`src/design/mts_pkg.sv`:
```
// Shared types, byte codes and helpers for the markup tag stripper.
`timescale 1ns / 1ps

package mts_pkg;

    typedef enum logic [2:0] {
        MODE_TEXT    = 3'd0,
        MODE_TAG     = 3'd1,
        MODE_PI      = 3'd2,
        MODE_DECL    = 3'd3,
        MODE_COMMENT = 3'd4
    } mode_t;

    localparam int HIST_LEN = 6;
    localparam logic [2:0] SEEN_MAX = 3'd7;

    localparam logic [7:0] CH_NUL    = 8'h00;
    localparam logic [7:0] CH_LT     = 8'h3C;
    localparam logic [7:0] CH_GT     = 8'h3E;
    localparam logic [7:0] CH_LPAREN = 8'h28;
    localparam logic [7:0] CH_RPAREN = 8'h29;
    localparam logic [7:0] CH_BANG   = 8'h21;
    localparam logic [7:0] CH_QMARK  = 8'h3F;
    localparam logic [7:0] CH_DASH   = 8'h2D;
    localparam logic [7:0] CH_DQUOTE = 8'h22;
    localparam logic [7:0] CH_SQUOTE = 8'h27;
    localparam logic [7:0] CH_BSLASH = 8'h5C;
    localparam logic [7:0] CH_SPACE  = 8'h20;
    localparam logic [7:0] CH_UP_E   = 8'h45;
    localparam logic [7:0] CH_LO_E   = 8'h65;
    localparam logic [7:0] CH_LO_L   = 8'h6C;
    localparam logic [7:0] CH_LO_M   = 8'h6D;
    localparam logic [7:0] CH_LO_X   = 8'h78;
    localparam logic [7:0] CH_LO_P   = 8'h70;
    localparam logic [7:0] CH_LO_Y   = 8'h79;
    localparam logic [7:0] CH_LO_T   = 8'h74;
    localparam logic [7:0] CH_LO_C   = 8'h63;
    localparam logic [7:0] CH_LO_O   = 8'h6F;
    localparam logic [7:0] CH_LO_D   = 8'h64;

    // Mode, quote marker, byte history (entry 0 newest) and judged-byte count.
    typedef struct packed {
        mode_t                        mode;
        logic [7:0]                   quote;
        logic [HIST_LEN-1:0][7:0]     hist;
        logic [2:0]                   seen;
    } mts_ctx_t;

    function automatic logic [7:0] fold(input logic [7:0] c);
        logic [7:0] r;
        r = c;
        if (c inside {[8'h41:8'h5A]}) begin
            r = c + 8'd32;
        end
        return r;
    endfunction

    function automatic logic is_space(input logic [7:0] c);
        return (c == CH_SPACE) || (c inside {[8'd9:8'd13]});
    endfunction

endpackage

```
`src/design/mts_judge.sv`:
```
// Combinational judgment of one byte: keep decision and next tracking state.
`timescale 1ns / 1ps

module mts_judge #(
    parameter int COUNTER_BITS = 8
) (
    input  logic [7:0]              c,
    input  logic [7:0]              next_c,
    input  mts_pkg::mts_ctx_t       ctx_in,
    input  logic [COUNTER_BITS-1:0] depth_in,
    input  logic [COUNTER_BITS-1:0] paren_in,
    output mts_pkg::mts_ctx_t       ctx_out,
    output logic [COUNTER_BITS-1:0] depth_out,
    output logic [COUNTER_BITS-1:0] paren_out,
    output logic                    keep
);
    import mts_pkg::*;

    localparam logic [COUNTER_BITS-1:0] DEPTH_MAX = {COUNTER_BITS{1'b1}};
    localparam logic [COUNTER_BITS-1:0] PAREN_MAX = {1'b0, {(COUNTER_BITS-1){1'b1}}};
    localparam logic [COUNTER_BITS-1:0] PAREN_MIN = {1'b1, {(COUNTER_BITS-1){1'b0}}};

    logic [7:0] h0;
    logic [7:0] h1;
    logic       doctype;
    logic       is_text;

    assign h0      = ctx_in.hist[0];
    assign h1      = ctx_in.hist[1];
    assign is_text = (ctx_in.mode == MODE_TEXT);
    assign doctype = (ctx_in.seen == SEEN_MAX)
                   && (fold(ctx_in.hist[0]) == CH_LO_P) && (fold(ctx_in.hist[1]) == CH_LO_Y)
                   && (fold(ctx_in.hist[2]) == CH_LO_T) && (fold(ctx_in.hist[3]) == CH_LO_C)
                   && (fold(ctx_in.hist[4]) == CH_LO_O) && (fold(ctx_in.hist[5]) == CH_LO_D);

    always_comb begin
        mode_t      mode_n;
        logic [7:0] quote_n;
        mode_n    = ctx_in.mode;
        quote_n   = ctx_in.quote;
        depth_out = depth_in;
        paren_out = paren_in;
        keep      = 1'b0;
        case (c)
            CH_LT: begin
                if (is_space(next_c)) begin
                    keep = is_text;
                end else if (is_text) begin
                    quote_n = CH_LT;
                    mode_n  = MODE_TAG;
                end else if (ctx_in.mode == MODE_TAG) begin
                    if (depth_in != DEPTH_MAX) depth_out = depth_in + 1'b1;
                end
            end
            CH_LPAREN, CH_RPAREN: begin
                if (ctx_in.mode == MODE_PI) begin
                    if (ctx_in.quote != CH_DQUOTE && ctx_in.quote != CH_SQUOTE) begin
                        quote_n = c;
                        if (c == CH_LPAREN) begin
                            if (paren_in != PAREN_MAX) paren_out = paren_in + 1'b1;
                        end else begin
                            if (paren_in != PAREN_MIN) paren_out = paren_in - 1'b1;
                        end
                    end
                end else if (is_text) begin
                    keep = 1'b1;
                end
            end
            CH_GT: begin
                if (depth_in != '0) begin
                    depth_out = depth_in - 1'b1;
                end else begin
                    case (ctx_in.mode)
                        MODE_TAG: begin
                            quote_n = CH_GT;
                            mode_n  = MODE_TEXT;
                        end
                        MODE_PI: begin
                            if (paren_in == '0 && ctx_in.quote != CH_DQUOTE && h0 == CH_QMARK)
                                mode_n = MODE_TEXT;
                        end
                        MODE_DECL: begin
                            mode_n = MODE_TEXT;
                        end
                        MODE_COMMENT: begin
                            if (ctx_in.seen >= 3'd2 && h0 == CH_DASH && h1 == CH_DASH)
                                mode_n = MODE_TEXT;
                        end
                        default: begin
                            keep = 1'b1;
                        end
                    endcase
                end
            end
            CH_DQUOTE, CH_SQUOTE: begin
                if (ctx_in.mode == MODE_PI && h0 != CH_BSLASH) begin
                    if (ctx_in.quote == c) quote_n = CH_NUL;
                    else if (ctx_in.quote != CH_BSLASH) quote_n = c;
                end else if (is_text) begin
                    keep = 1'b1;
                end
            end
            CH_BANG: begin
                if (ctx_in.mode == MODE_TAG && h0 == CH_LT) begin
                    mode_n  = MODE_DECL;
                    quote_n = CH_BANG;
                end else begin
                    keep = is_text;
                end
            end
            CH_DASH: begin
                if (ctx_in.mode == MODE_DECL && ctx_in.seen >= 3'd2
                        && h0 == CH_DASH && h1 == CH_BANG) begin
                    mode_n = MODE_COMMENT;
                end else begin
                    keep = is_text;
                end
            end
            CH_QMARK, CH_UP_E, CH_LO_E, CH_LO_L: begin
                if (c == CH_QMARK && ctx_in.mode == MODE_TAG && h0 == CH_LT) begin
                    paren_out = '0;
                    mode_n    = MODE_PI;
                end else if (c != CH_LO_L && ctx_in.mode == MODE_DECL && doctype) begin
                    mode_n = MODE_TAG;
                end else if (ctx_in.mode == MODE_PI && ctx_in.seen >= 3'd3
                        && h0 == CH_LO_M && h1 == CH_LO_X) begin
                    mode_n = MODE_TAG;
                end else begin
                    keep = is_text;
                end
            end
            default: begin
                keep = is_text;
            end
        endcase
        ctx_out.mode  = mode_n;
        ctx_out.quote = quote_n;
        ctx_out.hist  = {ctx_in.hist[HIST_LEN-2:0], c};
        ctx_out.seen  = (ctx_in.seen != SEEN_MAX) ? ctx_in.seen + 3'd1 : ctx_in.seen;
    end

endmodule

```
`src/design/markup_tag_stripper.sv`:
```
// Top level of the markup tag stripper: byte hold-back, state and result buffer.
//
//   channel | ports                                   | direction
//   input   | s_valid s_ready s_char_in s_last_byte   | bytes in
//   result  | m_valid m_ready m_kept_char m_is_end    | kept bytes / end marker out
//           | m_run_last                              |
//
// Each byte is judged when its successor arrives, so a transaction yields zero
// to three results, drained one per cycle as m_ready allows from a three-entry
// result buffer. One byte is taken per cycle while it is empty or its final
// entry leaves. Reset clears the mode state, the held byte and the buffer.
`timescale 1ns / 1ps

module markup_tag_stripper #(
    parameter int COUNTER_BITS = 8
) (
    input  logic       aclk,
    input  logic       aresetn,
    input  logic       s_valid,
    output logic       s_ready,
    input  logic [7:0] s_char_in,
    input  logic       s_last_byte,
    output logic       m_valid,
    input  logic       m_ready,
    output logic [7:0] m_kept_char,
    output logic       m_is_end,
    output logic       m_run_last
);
    import mts_pkg::*;

    mts_ctx_t                ctx_reg, ctx_next;
    logic [COUNTER_BITS-1:0] depth_reg, depth_next;
    logic [COUNTER_BITS-1:0] paren_reg, paren_next;
    logic [7:0]              held_char_reg, held_char_next;
    logic                    held_valid_reg, held_valid_next;

    logic [2:0][7:0]         buf_char_reg, buf_char_next;
    logic [2:0]              buf_end_reg, buf_end_next;
    logic [1:0]              count_reg, count_next;

    mts_ctx_t                a_ctx, b_ctx, m_ctx;
    logic [COUNTER_BITS-1:0] a_depth, b_depth, m_depth;
    logic [COUNTER_BITS-1:0] a_paren, b_paren, m_paren;
    logic                    a_keep, b_keep;
    logic                    accept;

    mts_judge #(.COUNTER_BITS(COUNTER_BITS)) u_judge_held (
        .c         (held_char_reg),
        .next_c    (s_char_in),
        .ctx_in    (ctx_reg),
        .depth_in  (depth_reg),
        .paren_in  (paren_reg),
        .ctx_out   (a_ctx),
        .depth_out (a_depth),
        .paren_out (a_paren),
        .keep      (a_keep)
    );

    // state after the held byte, if any
    assign m_ctx   = held_valid_reg ? a_ctx   : ctx_reg;
    assign m_depth = held_valid_reg ? a_depth : depth_reg;
    assign m_paren = held_valid_reg ? a_paren : paren_reg;

    mts_judge #(.COUNTER_BITS(COUNTER_BITS)) u_judge_last (
        .c         (s_char_in),
        .next_c    (CH_NUL),
        .ctx_in    (m_ctx),
        .depth_in  (m_depth),
        .paren_in  (m_paren),
        .ctx_out   (b_ctx),
        .depth_out (b_depth),
        .paren_out (b_paren),
        .keep      (b_keep)
    );

    assign s_ready     = (count_reg == 2'd0) || (count_reg == 2'd1 && m_ready);
    assign accept      = s_valid && s_ready;
    assign m_valid     = (count_reg != 2'd0);
    assign m_kept_char = buf_char_reg[0];
    assign m_is_end    = buf_end_reg[0];
    assign m_run_last  = (count_reg == 2'd1);

    always_comb begin
        logic [1:0] n;
        n               = 2'd0;
        ctx_next        = ctx_reg;
        depth_next      = depth_reg;
        paren_next      = paren_reg;
        held_char_next  = held_char_reg;
        held_valid_next = held_valid_reg;
        buf_char_next   = buf_char_reg;
        buf_end_next    = buf_end_reg;
        count_next      = count_reg;
        // drain
        if (m_valid && m_ready) begin
            buf_char_next = {CH_NUL, buf_char_reg[2:1]};
            buf_end_next  = {1'b0, buf_end_reg[2:1]};
            count_next    = count_reg - 2'd1;
        end
        if (accept) begin
            if (held_valid_reg && a_keep) begin
                buf_char_next[n] = held_char_reg;
                buf_end_next[n]  = 1'b0;
                n                = n + 2'd1;
            end
            if (s_last_byte) begin
                if (b_keep) begin
                    buf_char_next[n] = s_char_in;
                    buf_end_next[n]  = 1'b0;
                    n                = n + 2'd1;
                end
                buf_char_next[n] = CH_NUL;
                buf_end_next[n]  = 1'b1;
                n                = n + 2'd1;
                ctx_next         = '0;
                depth_next       = '0;
                paren_next       = '0;
                held_char_next   = CH_NUL;
                held_valid_next  = 1'b0;
            end else begin
                ctx_next        = m_ctx;
                depth_next      = m_depth;
                paren_next      = m_paren;
                held_char_next  = s_char_in;
                held_valid_next = 1'b1;
            end
            count_next = n;
        end
    end

    always_ff @(posedge aclk) begin
        if (!aresetn) begin
            ctx_reg        <= '0;
            depth_reg      <= '0;
            paren_reg      <= '0;
            held_char_reg  <= CH_NUL;
            held_valid_reg <= 1'b0;
            count_reg      <= 2'd0;
        end else begin
            ctx_reg        <= ctx_next;
            depth_reg      <= depth_next;
            paren_reg      <= paren_next;
            held_char_reg  <= held_char_next;
            held_valid_reg <= held_valid_next;
            count_reg      <= count_next;
        end
    end

    always_ff @(posedge aclk) begin
        buf_char_reg <= buf_char_next;
        buf_end_reg  <= buf_end_next;
    end

endmodule

```
`config.mk`:
```
export PLATFORM = sky130hd
export DESIGN_NAME = markup_tag_stripper
export DESIGN_NICKNAME = d
export VERILOG_FILES = /design/src/design/mts_pkg.sv /design/src/design/mts_judge.sv /design/src/design/markup_tag_stripper.sv
export SDC_FILE = /design/constraint.sdc
export NUM_CORES = 1
export LEC_CHECK = 0
export BUFFER_PORTS_ARGS = -buffer_cell sky130_fd_sc_hd__clkbuf_2
export CORE_MARGIN = 2
export CORE_UTILIZATION = 30
export CTS_BUF_LIST = sky130_fd_sc_hd__clkbuf_8 sky130_fd_sc_hd__clkbuf_16
export DETAILED_ROUTE_END_ITERATION = 16
export GPL_TIMING_DRIVEN = 0
export PLACE_DENSITY_LB_ADDON = 0.12
export SLEW_MARGIN = 15
export SYNTH_ARGS = -nofsm -noshare
export SYNTH_HDL_FRONTEND = slang
export SYNTH_SLANG_ARGS = --single-unit
```
`constraint.sdc`:
```
create_clock -name aclk -period 5 [get_ports aclk]
set_clock_uncertainty 0.1 [all_clocks]
set_input_delay 0.25 -clock aclk [delete_from_list [all_inputs] [get_ports aclk]]
set_output_delay 0.25 -clock aclk [all_outputs]
set_load 0.01 [all_outputs]
```
==> reports/metrics.csv <==
metric,value,unit
combinational share of power,24.4,%
critical path endpoint category,flip-flop,
DRC Markers,0,
XOR/XNOR Fraction of Synth Area,2.405,%
initial antenna violation count,0,
layout cells sized above 1,12.04,%
clock insertion delay at the later pin of the skew report,0.44,ns
fillers,2404,
die height,155.9,um
leakage power,2.942,nW
Worst setup endpoint,buf_char_reg[23]$_DFF_P_,
via count,6515,
RSZ-0062 raised after global routing,no,
WS Path Type,flip-flop to flip-flop,
Synth Area in Compound Gates,21.92,%
max reg flops,62,
Die Width,155.9,um
final hold vios,0,
Synth Register Bits,116,
Avg WL per Cell,19.00,um
yosys warns,0,
synthesized area,0.006919,mm2
internal power,0.001965,W
grt total ovfl,0,
die area,0.02429,mm2
floorplan core area,0.02264,mm2
CTS sink count,116,
Detail Route Antenna Nets,0,
CTS HTree Levels,4,
status,"complete, no violations",
largest area contributor in the netlist,dfxtp_1,
mux cell area share after synthesis,5.497,%
Slew @ Worst Pin,0.9789,ns
CP dominant cell by count,buf_2,
CTS tree,yes,
"Req. time, crit path",5.27,ns
Vias/cell,5.475,
crit path cell chain,buf_2 -> nor3b_1 -> o21ai_1 -> or4_1 -> o311ai_1 -> nor4_1 -> o2111ai_1 -> o22ai_2 -> buf_2 -> ha_1 -> a21boi_0 -> and2_1,
R2R setup slack,0.29,ns
Slew Limit Fails,0,
max_cap viols,0,
Worst Path Arrival,4.99,ns
Sequential Power Share,33.8,%
Final nets,927,
Bufs on Longest Clock Path,2,
total wire length,22620,um
dominant synthesized flop cell,dfxtp_1,
Critical Path Source,ctx_reg[59]$_SDFFE_PN0P_,
worst min path class,input pin to flip-flop,
fin crit share,94.28,%
First-pass DRT Iterations,5,
antenna diode count,0,
top cell family by delay on the critical path,compound AO/OA/AOI/OAI gates,
area fraction of the dominant cell type after synthesis,33.56,%
Synth-to-Final Area Change,15.84,%
Rel. slew slack,34.24,%
vias in the first global route,6445,
Post-CTS Setup Bufs,0,
"Max FO, Critical Path",10,
Cells after Synth,848,
Post-synth EDFFs,0,
min Tclk post-route,4.714,ns
hpwl dp,16510,um
adder-cell share of the synthesized area,4.087,%
Ports,25,
Crit Reg-Reg Startpoint,ctx_reg[59]$_SDFFE_PN0P_,
register area share after synthesis,33.56,%
Max VDD drop,213.8,uV
Slowest cell on crit path,nor3b_1,
Syn Area/Cell,8.159,um2
syn nets,883,
largest family of logic cells by synthesized area,simple AND/OR/NAND/NOR gates,
CTS Buf Count,17,
Switching Fraction,35.54,%
Worst R2R Path Depth,12,
Crit Reg-Reg Endpoint,buf_char_reg[23]$_DFF_P_,
Initial Utilization,30.56,%
Buf/Inv on CP,2,
Placer Congestion,0.8564,
"commonest cells after routing, fill and taps aside","dfxtp_1 (116), nor2_1 (109), nand2_1 (51)",
PwrDens,380.2,mW/mm2
total power,0.003048,W
largest net degree at the start of global routing,17,
gr usage total,19.19,%
Setup Viol. Count Final,0,
clock power share,41.7,%
Reg area,0.002322,mm2
first-pass GRT wire length,36380,um
TNS Setup,0,ns
cell count along the critical path,12,
Multi-input gate area,0.004178,mm2
simple-gate share of the synthesized area,26.40,%
Rows,55,
Max Clk Rate,0.2121,GHz
clock slew at reported path FFs,0.06,ns
slowest cell delay on critical path,0.76,ns
Sw Pwr,0.001083,W
"most common cell after layout, fill and taps aside",dfxtp_1,
clk root buf,clkbuf_16,
Critical Path Source Type,flip-flop,
Initial DRC Count,532,
count of cell types in the netlist,88,
Synth area leaders,"dfxtp_1 (34%), nor2_1 (5.9%), a22oi_1 (5.4%)",
Post-synth ARST share,0,%
Port Buffers,24,
==> how the worst min path moves through the flow <==
stage,startpoint,to,cells after the start
floorplan,s_char_in[1],held_char_reg[1]$_SDFFE_PN0P_,2
global placement,buf_char_reg[17]$_DFF_P_,buf_char_reg[17]$_DFF_P_,1
global route,aresetn,ctx_reg[58]$_SDFFE_PN0P_,2
detailed placement,buf_char_reg[19]$_DFF_P_,buf_char_reg[19]$_DFF_P_,1
finish,aresetn,ctx_reg[58]$_SDFFE_PN0P_,2
CTS,aresetn,ctx_reg[58]$_SDFFE_PN0P_,2
==> layout make-up <==
class	count	share of cell area, %
tap	285	4.449
clock inverter	15	2.232
sequential	116	28.97
timing repair buffer	25	1.623
clock buffer	17	5.308
inverter	33	1.545
buffer	63	3.746
multi-input combinational	636	52.12
==> per-layer routing <==
metal	track usage [%]	part of all wire [%]	vias up	wire length, um
met4	6.116	2.1	0	471
met5	0	0	-	0
met3	3.639	3.7	35	839
met1	26.22	49	3112	11080
met2	30.57	45	135	10220
li1	-	-	3233	-
==> per-stage QoR <==
stage                     std cells  util (%)  hold WS, ns  cell area (um2)  setup WS [ns]
after floorplan                 848         -       0.3004             6919          1.347
after global placement         1157     32.67       0.3420             7396         0.2628
after detailed placement       1157     32.67       0.3424             7396         0.3408
after CTS                      1190     35.38      0.02340             8010         0.3272
after global routing           1190     35.40      0.03543             8015        0.06921
final                          1190     35.40      0.02414             8015         0.2859
==> cells in the mapped netlist, types with 7 or more instances <==
master,number
nand2_1,51
o211ai_1,14
xnor2_1,15
nor2b_1,9
nor2_1,109
nor3_1,37
o21ai_0,27
mux2i_1,20
nor4b_1,8
a22oi_1,50
inv_1,30
or4_1,7
a21oi_1,48
buf_4,9
dfxtp_1,116
nand4_1,17
a211oi_1,7
ha_1,21
a311o_1,8
clkbuf_1,40
nor4_1,11
nand3_1,28
and2_1,8
and3_1,10
mux2_2,16
==> power groups by stage <==
stage	Combinational, W	Clock, W	Sequential, W
after floorplan	0.000515	0	0.00104
after global placement	0.000746	0	0.00105
after detailed placement	0.000743	0	0.00105
after CTS	0.000747	0.00129	0.00103
after global routing	0.000824	0.00133	0.00104
final	0.000745	0.00127	0.00103
==> kinds of logic (layout without fill, tap and decap cells) <==
family                   count (synthesis)  in the layout
AO/OA/AOI/OAI                          218            218
XOR/XNOR                                19             19
adder cells (fa/ha/maj)                 22             22
buffers and inverters                   96            153
flip-flops                             116            116
multiplexers                            36             36
AND/OR/NAND/NOR                        341            341
==> what timing repair did <==
action                                  4_1_cts  5_1_grt
endpoints found under the setup margin        0        8
hold endpoints to repair                      1        0
gates resized for setup                       0        1
hold buffers                                  1        0
(Power assumes the default switching activity.)
